[src/rtl/lcdtk_pkg.sv]
// ============================================================================
// lcdtk_pkg
// Shared types, constants and helpers for the LCD clock timekeeper.
// ============================================================================
package lcdtk_pkg;

    localparam int TICK_W      = 16;
    localparam int SEC_W       = 6;
    localparam int MIN_W       = 6;
    localparam int HOUR_W      = 8;
    localparam int BYTE_W      = 8;
    localparam int BCD_W       = 12;
    localparam int STEP_W      = 4;
    localparam int FIFO_DEPTH  = 2;
    localparam int FIFO_PTR_W  = $clog2(FIFO_DEPTH);
    localparam int FIFO_CNT_W  = $clog2(FIFO_DEPTH + 1);

    localparam logic [TICK_W-1:0] TPS_RESET   = 16'd1000;
    localparam logic [SEC_W-1:0]  SEC_WRAP    = 6'd60;
    localparam logic [MIN_W-1:0]  MIN_WRAP    = 6'd60;

    localparam logic [BYTE_W-1:0] CURSOR_SEC  = 8'h8E;
    localparam logic [BYTE_W-1:0] CURSOR_MIN  = 8'h8B;
    localparam logic [BYTE_W-1:0] CURSOR_HOUR = 8'h89;
    localparam logic [BYTE_W-1:0] ASCII_ZERO  = 8'h30;

    // Which fields a new second refreshes.
    typedef enum logic [1:0] {
        KIND_SEC  = 2'd0,
        KIND_MIN  = 2'd1,
        KIND_HOUR = 2'd2
    } t_kind;

    // One queued LCD refresh: kind plus the value of the deepest field.
    typedef struct packed {
        t_kind              kind;
        logic [HOUR_W-1:0]  value;
    } t_burst;

    // Queue read side as seen by the back end.
    typedef struct packed {
        logic   valid;
        t_burst entry;
    } t_fifo_rd;

    // Binary to three BCD digits (double dabble), {hundreds, tens, ones}.
    function automatic logic [BCD_W-1:0] to_bcd(input logic [HOUR_W-1:0] v);
        logic [BCD_W+HOUR_W-1:0] s;
        s = {{BCD_W{1'b0}}, v};
        for (int i = 0; i < HOUR_W; i++) begin
            if (s[HOUR_W+3:HOUR_W] >= 4'd5) begin
                s[HOUR_W+3:HOUR_W] = s[HOUR_W+3:HOUR_W] + 4'd3;
            end
            if (s[HOUR_W+7:HOUR_W+4] >= 4'd5) begin
                s[HOUR_W+7:HOUR_W+4] = s[HOUR_W+7:HOUR_W+4] + 4'd3;
            end
            if (s[HOUR_W+11:HOUR_W+8] >= 4'd5) begin
                s[HOUR_W+11:HOUR_W+8] = s[HOUR_W+11:HOUR_W+8] + 4'd3;
            end
            s = s << 1;
        end
        return s[BCD_W+HOUR_W-1:HOUR_W];
    endfunction

    function automatic logic [BYTE_W-1:0] digit_char(input logic [3:0] d);
        return ASCII_ZERO | {4'h0, d};
    endfunction

endpackage

[src/rtl/lcdtk_front.sv]
// ============================================================================
// lcdtk_front
// Tick prescaler and hh:mm:ss counters; queues one refresh per new second.
// ============================================================================
module lcdtk_front (
    input  logic                        i_clk,
    input  logic                        i_rst_n,
    input  logic                        i_cfg_wr_en,
    input  logic [lcdtk_pkg::TICK_W-1:0] i_cfg_wr_data,
    input  logic                        i_accept,
    input  logic                        i_tick,
    output logic                        o_push,
    output lcdtk_pkg::t_burst           o_burst
);

    logic [lcdtk_pkg::TICK_W-1:0] r_tps;
    logic [lcdtk_pkg::TICK_W-1:0] r_tick_count;
    logic [lcdtk_pkg::SEC_W-1:0]  r_sec;
    logic [lcdtk_pkg::MIN_W-1:0]  r_min;
    logic [lcdtk_pkg::HOUR_W-1:0] r_hour;

    logic [lcdtk_pkg::TICK_W-1:0] n_tick_count;
    logic [lcdtk_pkg::SEC_W-1:0]  n_sec;
    logic [lcdtk_pkg::MIN_W-1:0]  n_min;
    logic [lcdtk_pkg::HOUR_W-1:0] n_hour;
    logic                         w_new_sec;
    logic                         w_sec_wrap;
    logic                         w_min_wrap;

    assign n_tick_count = r_tick_count + 1'b1;
    assign n_sec        = r_sec + 1'b1;
    assign n_min        = r_min + 1'b1;
    assign n_hour       = r_hour + 1'b1;
    assign w_new_sec    = i_accept && i_tick && (n_tick_count == r_tps);
    assign w_sec_wrap   = (n_sec >= lcdtk_pkg::SEC_WRAP);
    assign w_min_wrap   = (n_min >= lcdtk_pkg::MIN_WRAP);

    always_comb begin
        o_push = w_new_sec;
        if (!w_sec_wrap) begin
            o_burst.kind  = lcdtk_pkg::KIND_SEC;
            o_burst.value = {2'b00, n_sec};
        end else if (!w_min_wrap) begin
            o_burst.kind  = lcdtk_pkg::KIND_MIN;
            o_burst.value = {2'b00, n_min};
        end else begin
            o_burst.kind  = lcdtk_pkg::KIND_HOUR;
            o_burst.value = n_hour;
        end
    end

    always_ff @(posedge i_clk) begin
        if (!i_rst_n) begin
            r_tps        <= lcdtk_pkg::TPS_RESET;
            r_tick_count <= '0;
            r_sec        <= '0;
            r_min        <= '0;
            r_hour       <= '0;
        end else begin
            if (i_cfg_wr_en) begin
                r_tps <= i_cfg_wr_data;
            end
            if (i_accept && i_tick) begin
                if (w_new_sec) begin
                    r_tick_count <= '0;
                    if (!w_sec_wrap) begin
                        r_sec <= n_sec;
                    end else begin
                        r_sec <= '0;
                        if (!w_min_wrap) begin
                            r_min <= n_min;
                        end else begin
                            r_min  <= '0;
                            r_hour <= n_hour;
                        end
                    end
                end else begin
                    r_tick_count <= n_tick_count;
                end
            end
        end
    end

endmodule

[src/rtl/lcdtk_fifo.sv]
// ============================================================================
// lcdtk_fifo
// Short queue of pending LCD refreshes between front and back end.
// ============================================================================
module lcdtk_fifo (
    input  logic                i_clk,
    input  logic                i_rst_n,
    input  logic                i_push,
    input  lcdtk_pkg::t_burst   i_burst,
    input  logic                i_pop,
    output lcdtk_pkg::t_fifo_rd o_rd,
    output logic                o_full
);

    lcdtk_pkg::t_burst                    r_mem [lcdtk_pkg::FIFO_DEPTH];
    logic [lcdtk_pkg::FIFO_PTR_W-1:0]     r_wr_ptr;
    logic [lcdtk_pkg::FIFO_PTR_W-1:0]     r_rd_ptr;
    logic [lcdtk_pkg::FIFO_CNT_W-1:0]     r_count;
    logic                                 w_push;
    logic                                 w_pop;

    assign o_full     = (r_count == lcdtk_pkg::FIFO_CNT_W'(lcdtk_pkg::FIFO_DEPTH));
    assign o_rd.valid = (r_count != '0);
    assign o_rd.entry = r_mem[r_rd_ptr];
    assign w_push     = i_push && !o_full;
    assign w_pop      = i_pop && o_rd.valid;

    always_ff @(posedge i_clk) begin
        if (w_push) begin
            r_mem[r_wr_ptr] <= i_burst;
        end
    end

    always_ff @(posedge i_clk) begin
        if (!i_rst_n) begin
            r_wr_ptr <= '0;
            r_rd_ptr <= '0;
            r_count  <= '0;
        end else begin
            if (w_push) begin
                r_wr_ptr <= r_wr_ptr + 1'b1;
            end
            if (w_pop) begin
                r_rd_ptr <= r_rd_ptr + 1'b1;
            end
            case ({w_push, w_pop})
                2'b10:   r_count <= r_count + 1'b1;
                2'b01:   r_count <= r_count - 1'b1;
                default: r_count <= r_count;
            endcase
        end
    end

endmodule

[src/rtl/lcdtk_back.sv]
// ============================================================================
// lcdtk_back
// Write sequencer: expands one queued refresh into cursor and digit writes.
// ============================================================================
module lcdtk_back (
    input  logic                          i_clk,
    input  logic                          i_rst_n,
    input  lcdtk_pkg::t_fifo_rd           i_rd,
    output logic                          o_pop,
    output logic                          o_out_valid,
    input  logic                          i_out_stall,
    output logic [lcdtk_pkg::BYTE_W-1:0]  o_lcd_byte,
    output logic                          o_to_data_register,
    output logic                          o_last_write
);

    logic                             r_busy;
    lcdtk_pkg::t_kind                 r_kind;
    logic [lcdtk_pkg::BCD_W-1:0]      r_bcd;
    logic [lcdtk_pkg::STEP_W-1:0]     r_step;
    logic                             r_out_valid;
    logic [lcdtk_pkg::BYTE_W-1:0]     r_lcd_byte;
    logic                             r_to_data;
    logic                             r_last;

    logic [3:0]                       w_hun;
    logic [3:0]                       w_ten;
    logic [3:0]                       w_one;
    logic [1:0]                       w_skip;
    logic [lcdtk_pkg::STEP_W-1:0]     w_pos;
    logic [lcdtk_pkg::BYTE_W-1:0]     n_lcd_byte;
    logic                             n_to_data;
    logic                             n_last;
    logic                             w_load;

    assign w_hun  = r_bcd[11:8];
    assign w_ten  = r_bcd[7:4];
    assign w_one  = r_bcd[3:0];
    // hours drop leading zeros: skip the hundreds and maybe the tens
    assign w_skip = (w_hun != 4'd0) ? 2'd0 : ((w_ten != 4'd0) ? 2'd1 : 2'd2);
    assign w_pos  = r_step - 4'd7 + {2'b00, w_skip};

    assign w_load = r_busy && (!r_out_valid || !i_out_stall);
    assign o_pop  = !r_busy && i_rd.valid;

    always_comb begin
        n_lcd_byte = lcdtk_pkg::CURSOR_SEC;
        n_to_data  = 1'b0;
        n_last     = 1'b0;
        unique case (r_kind)
            lcdtk_pkg::KIND_SEC: begin
                case (r_step)
                    4'd0:    begin n_lcd_byte = lcdtk_pkg::CURSOR_SEC; end
                    4'd1:    begin n_lcd_byte = lcdtk_pkg::digit_char(w_ten); n_to_data = 1'b1; end
                    default: begin
                        n_lcd_byte = lcdtk_pkg::digit_char(w_one);
                        n_to_data  = 1'b1;
                        n_last     = 1'b1;
                    end
                endcase
            end
            lcdtk_pkg::KIND_MIN: begin
                case (r_step)
                    4'd0:    begin n_lcd_byte = lcdtk_pkg::CURSOR_SEC; end
                    4'd3:    begin n_lcd_byte = lcdtk_pkg::CURSOR_MIN; end
                    4'd4:    begin n_lcd_byte = lcdtk_pkg::digit_char(w_ten); n_to_data = 1'b1; end
                    4'd5:    begin
                        n_lcd_byte = lcdtk_pkg::digit_char(w_one);
                        n_to_data  = 1'b1;
                        n_last     = 1'b1;
                    end
                    default: begin n_lcd_byte = lcdtk_pkg::ASCII_ZERO; n_to_data = 1'b1; end
                endcase
            end
            default: begin
                case (r_step)
                    4'd0:    begin n_lcd_byte = lcdtk_pkg::CURSOR_SEC; end
                    4'd3:    begin n_lcd_byte = lcdtk_pkg::CURSOR_MIN; end
                    4'd6:    begin n_lcd_byte = lcdtk_pkg::CURSOR_HOUR; end
                    4'd1, 4'd2, 4'd4, 4'd5: begin
                        n_lcd_byte = lcdtk_pkg::ASCII_ZERO;
                        n_to_data  = 1'b1;
                    end
                    default: begin
                        n_to_data = 1'b1;
                        case (w_pos)
                            4'd0:    n_lcd_byte = lcdtk_pkg::digit_char(w_hun);
                            4'd1:    n_lcd_byte = lcdtk_pkg::digit_char(w_ten);
                            default: begin
                                n_lcd_byte = lcdtk_pkg::digit_char(w_one);
                                n_last     = 1'b1;
                            end
                        endcase
                    end
                endcase
            end
        endcase
    end

    always_ff @(posedge i_clk) begin
        if (o_pop) begin
            r_kind <= i_rd.entry.kind;
            r_bcd  <= lcdtk_pkg::to_bcd(i_rd.entry.value);
        end
        if (w_load) begin
            r_lcd_byte <= n_lcd_byte;
            r_to_data  <= n_to_data;
            r_last     <= n_last;
        end
    end

    always_ff @(posedge i_clk) begin
        if (!i_rst_n) begin
            r_busy      <= 1'b0;
            r_step      <= '0;
            r_out_valid <= 1'b0;
        end else begin
            if (o_pop) begin
                r_busy <= 1'b1;
                r_step <= '0;
            end else if (w_load) begin
                r_step <= r_step + 1'b1;
                if (n_last) begin
                    r_busy <= 1'b0;
                end
            end
            if (w_load) begin
                r_out_valid <= 1'b1;
            end else if (!i_out_stall) begin
                r_out_valid <= 1'b0;
            end
        end
    end

    assign o_out_valid        = r_out_valid;
    assign o_lcd_byte         = r_lcd_byte;
    assign o_to_data_register = r_to_data;
    assign o_last_write       = r_last;

endmodule

[src/rtl/lcd_clock_timekeeper_core.sv]
// ============================================================================
// lcd_clock_timekeeper_core
// Real-time clock hh:mm:ss driving character-LCD refresh writes.
// ============================================================================
//
//  channel   direction  handshake                   payload
//  -------   ---------  --------------------------  ---------------------------
//  tick      in         i_in_valid / o_in_stall     i_tick
//  lcd       out        o_out_valid / i_out_stall   o_lcd_byte,
//                                                   o_to_data_register,
//                                                   o_last_write
//  config    in         i_cfg_wr_en                 i_cfg_wr_data
//
//  Ticks are taken every cycle while the refresh queue (2 entries) has room.
//  Each queued refresh is fetched into the sequencer, then gives one LCD
//  write per cycle while the output is not stalled (3, 6 or 8..10 writes)
//  through the output register.
//  Output stalls back up into the queue; only a full queue stalls ticks.
//  Reset (synchronous, active low) zeroes time and the prescaler and loads
//  ticks_per_second = 1000.
// ----------------------------------------------------------------------------
module lcd_clock_timekeeper_core (
    input  logic                          i_clk,
    input  logic                          i_rst_n,
    input  logic                          i_cfg_wr_en,
    input  logic [lcdtk_pkg::TICK_W-1:0]  i_cfg_wr_data,
    input  logic                          i_in_valid,
    output logic                          o_in_stall,
    input  logic                          i_tick,
    output logic                          o_out_valid,
    input  logic                          i_out_stall,
    output logic [lcdtk_pkg::BYTE_W-1:0]  o_lcd_byte,
    output logic                          o_to_data_register,
    output logic                          o_last_write
);

    logic                w_accept;
    logic                w_push;
    logic                w_pop;
    logic                w_full;
    lcdtk_pkg::t_burst   w_burst;
    lcdtk_pkg::t_fifo_rd w_rd;

    // Stall whole input while the queue cannot take another refresh.
    assign o_in_stall = w_full;
    assign w_accept   = i_in_valid && !w_full;

    lcdtk_front u_front (
        .i_clk         (i_clk),
        .i_rst_n       (i_rst_n),
        .i_cfg_wr_en   (i_cfg_wr_en),
        .i_cfg_wr_data (i_cfg_wr_data),
        .i_accept      (w_accept),
        .i_tick        (i_tick),
        .o_push        (w_push),
        .o_burst       (w_burst)
    );

    lcdtk_fifo u_fifo (
        .i_clk   (i_clk),
        .i_rst_n (i_rst_n),
        .i_push  (w_push),
        .i_burst (w_burst),
        .i_pop   (w_pop),
        .o_rd    (w_rd),
        .o_full  (w_full)
    );

    lcdtk_back u_back (
        .i_clk              (i_clk),
        .i_rst_n            (i_rst_n),
        .i_rd               (w_rd),
        .o_pop              (w_pop),
        .o_out_valid        (o_out_valid),
        .i_out_stall        (i_out_stall),
        .o_lcd_byte         (o_lcd_byte),
        .o_to_data_register (o_to_data_register),
        .o_last_write       (o_last_write)
    );

endmodule

[config.mk]
export PLATFORM = sky130hd
export DESIGN_NAME = lcd_clock_timekeeper_core
export DESIGN_NICKNAME = d
export VERILOG_FILES = /design/src/rtl/lcdtk_pkg.sv /design/src/rtl/lcdtk_front.sv /design/src/rtl/lcdtk_fifo.sv /design/src/rtl/lcdtk_back.sv /design/src/rtl/lcd_clock_timekeeper_core.sv
export SDC_FILE = /design/constraint.sdc
export NUM_CORES = 1
export LEC_CHECK = 0
export BUFFER_PORTS_ARGS = -buffer_cell sky130_fd_sc_hd__buf_2
export CAP_MARGIN = 20
export CORE_MARGIN = 2
export CORE_UTILIZATION = 40
export DETAILED_ROUTE_END_ITERATION = 7
export PLACE_DENSITY_LB_ADDON = 0.25
export RECOVER_POWER = 50
export SYNTH_ARGS = -nofsm -noshare
export SYNTH_HDL_FRONTEND = slang
export SYNTH_SLANG_ARGS = --single-unit
[constraint.sdc]
create_clock -name i_clk -period 5.1 [get_ports i_clk]
set_input_delay 1.02 -clock i_clk [delete_from_list [all_inputs] [get_ports i_clk]]
set_output_delay 1.02 -clock i_clk [all_outputs]
set_load 0.02 [all_outputs]
---- Yosys cells after proc, flatten, opt, wreduce, memory -nomap -nowiden ----
Memory sizes are Yosys's and may differ from the RTL's. A register that Yosys moved wholly into a read port is not among the register bits.
Index checks and enable logic that the tools add are counted.
storage, ports and cells
  register bits ........................... 86
  memories kept ........................... 1
  input port bits ......................... 22
  RAM bits ................................ 20
memory list
  memory        depth  width  read ports  clocked after memory_dff  write ports  RTL line          text
  u_fifo.r_mem  2      10     1           1                         1            lcdtk_fifo.sv:15  lcdtk_pkg::t_burst r_mem [lcdtk_pkg::FIFO_DEPTH];
operators by class
  reductions and logical operators ........ 32
  bitwise logic cells ..................... 1
  add/subtract/negate cells ............... 30
  $lt $le $gt $ge ......................... 21
  multiplexer cells ....................... 67
  equality and inequality tests ........... 13
operators with widths
  cell                                                                count
  two-way mux 4 bit                                                   25
  greater-or-equal comparator 4 x 3 -> 1 bit (second input constant)  18
  one-hot mux 8 bit (4 select lines)                                  2
  adder 4 x 2 -> 4 bit (second input constant)                        12
  two-way mux 3 bit                                                   11
  one-hot mux 8 bit (2 select lines)                                  2
  two-way mux 10 bit                                                  2
  adder 3 x 2 -> 3 bit (second input constant)                        6
  adder 16 x 1 -> 16 bit (second input constant)                      1
  equality test 16 bit                                                1
  two-way mux 1 bit                                                   16
  two-way mux 16 bit                                                  1
  adder 6 x 1 -> 6 bit (second input constant)                        2
  equality test 4 x 3 -> 1 bit (second input constant)                3
  greater-or-equal comparator 6 bit (second input constant)           2
  two-way mux 6 bit                                                   2
  adder 8 x 1 -> 8 bit (second input constant)                        1
  equality test 4 x 1 -> 1 bit (second input constant)                2
  equality test 4 x 2 -> 1 bit (second input constant)                2
  logical NOT 4 bit                                                   2
  one-hot mux 4 bit (2 select lines)                                  1
  nonzero test 2 bit                                                  4
  nonzero test 4 bit                                                  2
  OR reduction 2 bit                                                  4
  25 further kinds                                                    40

---- Depth between registers and ports, before layout ----
  word-level depth ........................ 20
  mapped depth ............................ 26
  gate-level depth less buffers ........... 24

---- Cells and area by module ----
From an unflattened synthesis, not the netlist that was laid out.
unflattened totals
  cells, all modules ...................... 737
  area, all modules ....................... 6641.4 um^2
by module, submodules not included
  module                     area each (um^2)  cells an instance  times used  sequential area each (um^2)
  lcdtk_front                3196.8            383                1           1041.0
  lcdtk_back                 2482.4            295                1           720.7
  lcdtk_fifo                 948.4             58                 1           700.7
  lcd_clock_timekeeper_core  13.8              1                  1           0.0

---- Least setup slack after synthesis ----
No wires, ideal clock.
  path type ............................... reg2reg
  from .................................... register with a tool-made name
  to ...................................... register u_back.r_bcd[2] in the netlist's numbering, data pin
  required time ........................... 4.839 ns
  setup time .............................. 0.261 ns
  path buffers ............................ 3
  period minus slack after synthesis ...... 5.518 ns
  arrival ................................. 5.257 ns
  stages on the path, launching flop included .. 25
  path slack .............................. -0.418 ns
  cell sequence ........................... dfxtp_1 buf_4 mux2_2 inv_2 ha_1 inv_1 a21oi_1 xnor2_1 ha_1 nor2b_1 a2111o_1 and3_1 buf_2 xnor2_1 ha_1 nor2b_1 a311o_1 o311ai_1 xnor2_1 ha_1 a31oi_1 a22o_1 buf_2 a21o_1 a311o_1
RTL lines
  what                  RTL line           text
  to (signal assigned)  lcdtk_back.sv:103  r_bcd <= lcdtk_pkg::to_bcd(i_rd.entry.value);
  to (decl)             lcdtk_back.sv:19   logic [lcdtk_pkg::BCD_W-1:0] r_bcd;

==> reports/qor.yml <==
syn_avg_cell_area_sq_um: 9.04
clk_latency_ps: 350
drive_gt1_share_pct: 12.4
final_hold_viol_count: 0
initial_utilization_pct: 40.5
cts_max_level: 3
p_int_mw: 1.22
clkTransAtPathRegs_ps: 70
min_path_type: "reg -> reg"
comb_power_share_pct: 3.5
finalClockSkew_ps: 16.4
initialDrtViolationCount: 268
max_stage_delay_ps: 400
sequentialPowerShare_pct: 54.9
ant_nets: 0
ios: 34
synthToLayoutAreaGrowth_pct: 12.4
syn_inst: 705
slowest_stage: "a2111o_1"
timing.fmax_ghz: 0.205
detail_route.wl_per_cell_um: 14.2
gp_congestion: 0.846
slew_viol_final: 0
hold_start: "u_front.r_tps[3]"
clock_sinks: 103
start_kind: "register"
crit_fanout: 8
portBuffers: 32
timing.final.ws_setup_ps: 217
slew_headroom_pct: 8.59
cts_root_buffer: "clkbuf_16"
async_reset_ff_share_pct: 0
irDropWorstVdd_v: 0.000185
hpwlAfterDp_um: 9620
cts-buffers-inserted: 9
dp_slack_ps: -232
fp.dieW_um: 130
antenna_found_initial: 0
worst-slew-pin-transition_ps: 1370
holdBufCountCts: 0
layout_common_cells: "nand2_1, dfxtp_1, nor2_1"
p_switching_uw: 354
worstPathArrival_ps: 4980
postLayoutCoreUtil_pct: 45.6
cp_common_cell: "ha_2"
grt_pass1_vias: 4891
fin_setup_tns_ps: 0
die_area_sq_um: 17000
num_antenna_cells: 0
fillCellCount: 1522
status: "finished, final reports clean"
crit_type: "reg -> reg"
rows: 46
first_pass_iters: 5
synth-seq-area-share_pct: 38.6
cp.required_ps: 5200
synth.distinct_cells: 75
clock_power_share_pct: 41.6
worstPathCellList: "mux2_4, inv_4, ha_4, inv_1, a21oi_2, xnor2_2, ha_2, nor2b_1, a2111o_1, and3_4, xnor2_4, ha_2, nor2b_4, a311o_1, o311ai_4, xnor2_2, ha_2, nand2b_4, a31oi_4, buf_6, nand3b_1, mux2i_1, a211o_1"
grt_overflow_total: 0
final_common_cell: "nand2_1"
totalWireLength_um: 13400
dominantRegCellSynth: "dfxtp_1"
final_nets: 772
num_vias: 5103
cts_tree: "built"
via_per_inst: 5.38
die_h_um: 130
grtUsageTotal_pct: 16.3
end_kind: "register"
drc: 0
cap_violations: 0
clock_path_buffers: 2
finalPower_mw: 1.57
period_minus_slack_ps: 4880
netlist_area_sq_um: 6370
ys_ff_latch: 103
p_leak_nw: 2.49
syn-num-nets: 749
grt_max_degree: 38
grt_first_pass_wirelength_um: 22600
power.density_nw_per_um2: 220
finalSetupViolations: 0
finalCritPeriodShare_pct: 95.7
synth_enable_flop_cells: 40
switching_share_pct: 22.5
synth_warnings: 0
coreArea_sq_um: 15700
## path summary, 6_finish.rpt
check	end	cells after the start	slack (ps)
max	u_back.r_bcd[1]	23	220
min	u_front.r_tps[3]	2	500
max reg2reg	u_back.r_bcd[1]	23	220
min reg2reg	u_front.r_tps[3]	2	500
## kinds of logic (layout without fill, tap and decap cells)
family | count (synthesis) | count (layout) | synth area share, %
AND/OR/NAND/NOR | 257 | 257 | 21.2
AO/OA/AOI/OAI | 155 | 155 | 15.8
flip-flops | 103 | 103 | 38.6
buffers and inverters | 62 | 90 | 4.18
XOR/XNOR | 56 | 56 | 7.70
multiplexers | 49 | 49 | 8.05
adder cells (fa/ha/maj) | 22 | 22 | 4.44
other | 1 | 1 | 0.0589
## repair_timing
item	4_1_cts	5_1_grt
setup endpoints to repair	7	9
setup buffers	1	7
resized for setup	1	12
pin swaps	1	6
hold endpoints to repair	0	0
## cell type report
cell class / count / area, sq um / area share, %
clock buffers: 9 / 225 / 3.15
clock inverters: 7 / 56.3 / 0.786
inverters: 22 / 85.1 / 1.19
multi-input cells: 540 / 3770 / 52.7
flip-flops and latches: 103 / 2470 / 34.4
well taps: 216 / 270 / 3.77
repair buffers: 52 / 285 / 3.98
## routing by layer
metal  vias up  track usage [%]  share of wire, %  wire, um
li1       2581                -                 -         -
met2        75             28.2                49      6600
met4         0             5.25               1.5       196
met5         -                0                 0         0
met1      2429             20.5                47      6260
met3        18             3.16               2.9       390
## worst max-delay path, delay by kind of cell, from the launching register on
family                   cells  cell delay [ps]
buffers and inverters        3              320
AND/OR/NAND/NOR              5              610
XOR/XNOR                     3              490
flip-flops                   1              360
adder cells (fa/ha/maj)      4              880
multiplexers                 2              400
AO/OA/AOI/OAI                6             1570
## synth_stat cells (6+ instances only)
cell	number	area, sq um
o21ai_1	6	30.0
and2_1	10	62.6
nor3_1	18	90.1
nor2b_1	31	194
a21boi_0	9	67.6
nor2_1	46	173
nand2b_1	8	50.1
buf_2	9	45.0
mux2_2	7	78.8
nand4_1	6	37.5
a31oi_1	8	50.1
or3_1	6	37.5
ha_1	21	263
o21ai_0	30	150
a21oi_1	37	185
nand2_1	65	244
inv_1	21	78.8
and3_1	7	43.8
edfxtp_1	40	1200
xor2_1	22	193
xnor2_1	34	298
dfxtp_1	63	1260
nand3b_1	9	67.6
clkbuf_1	25	93.8
o22ai_1	11	68.8
nand3_1	23	115
a21o_1	7	52.6
mux2i_1	40	400
o21a_1	8	60.1
## sequential cells by signal, indices dropped and copies added, names as in the netlist, 2 cells and up, named ones only
name                  flops
u_front.r_tps            16
u_front.r_hour            8
u_fifo.r_count            2
u_back.r_bcd             10
u_front.r_sec             6
u_front.r_tick_count     16
u_fifo.r_mem             20
u_back.r_step             4
u_back.r_kind             2
u_front.r_min             6
u_back.o_lcd_byte         6
## through the flow
| step | hold slack, ps | instances | area [sq um] |
|---|---|---|---|
| 5_1_grt | 531 | 949 | 7160 |
| 2_1_floorplan | 463 | 705 | 6440 |
| 3_5_place_dp | 483 | 925 | 6780 |
| 6_report | 500 | 949 | 7160 |
| 4_1_cts | 502 | 942 | 7070 |
| 3_3_place_gp | 478 | 925 | 6780 |
## power by group through the flow
stage	Combinational, mW	Clock [mW]	Sequential, mW
final	0.0552	0.654	0.862
after global placement	0.0544	0	0.881
after floorplan	0.0411	0	0.879
after detailed placement	0.0557	0	0.882
after global routing	0.0616	0.709	0.863
after CTS	0.0560	0.682	0.863
Note: power is estimated with default switching activity, not from simulation.
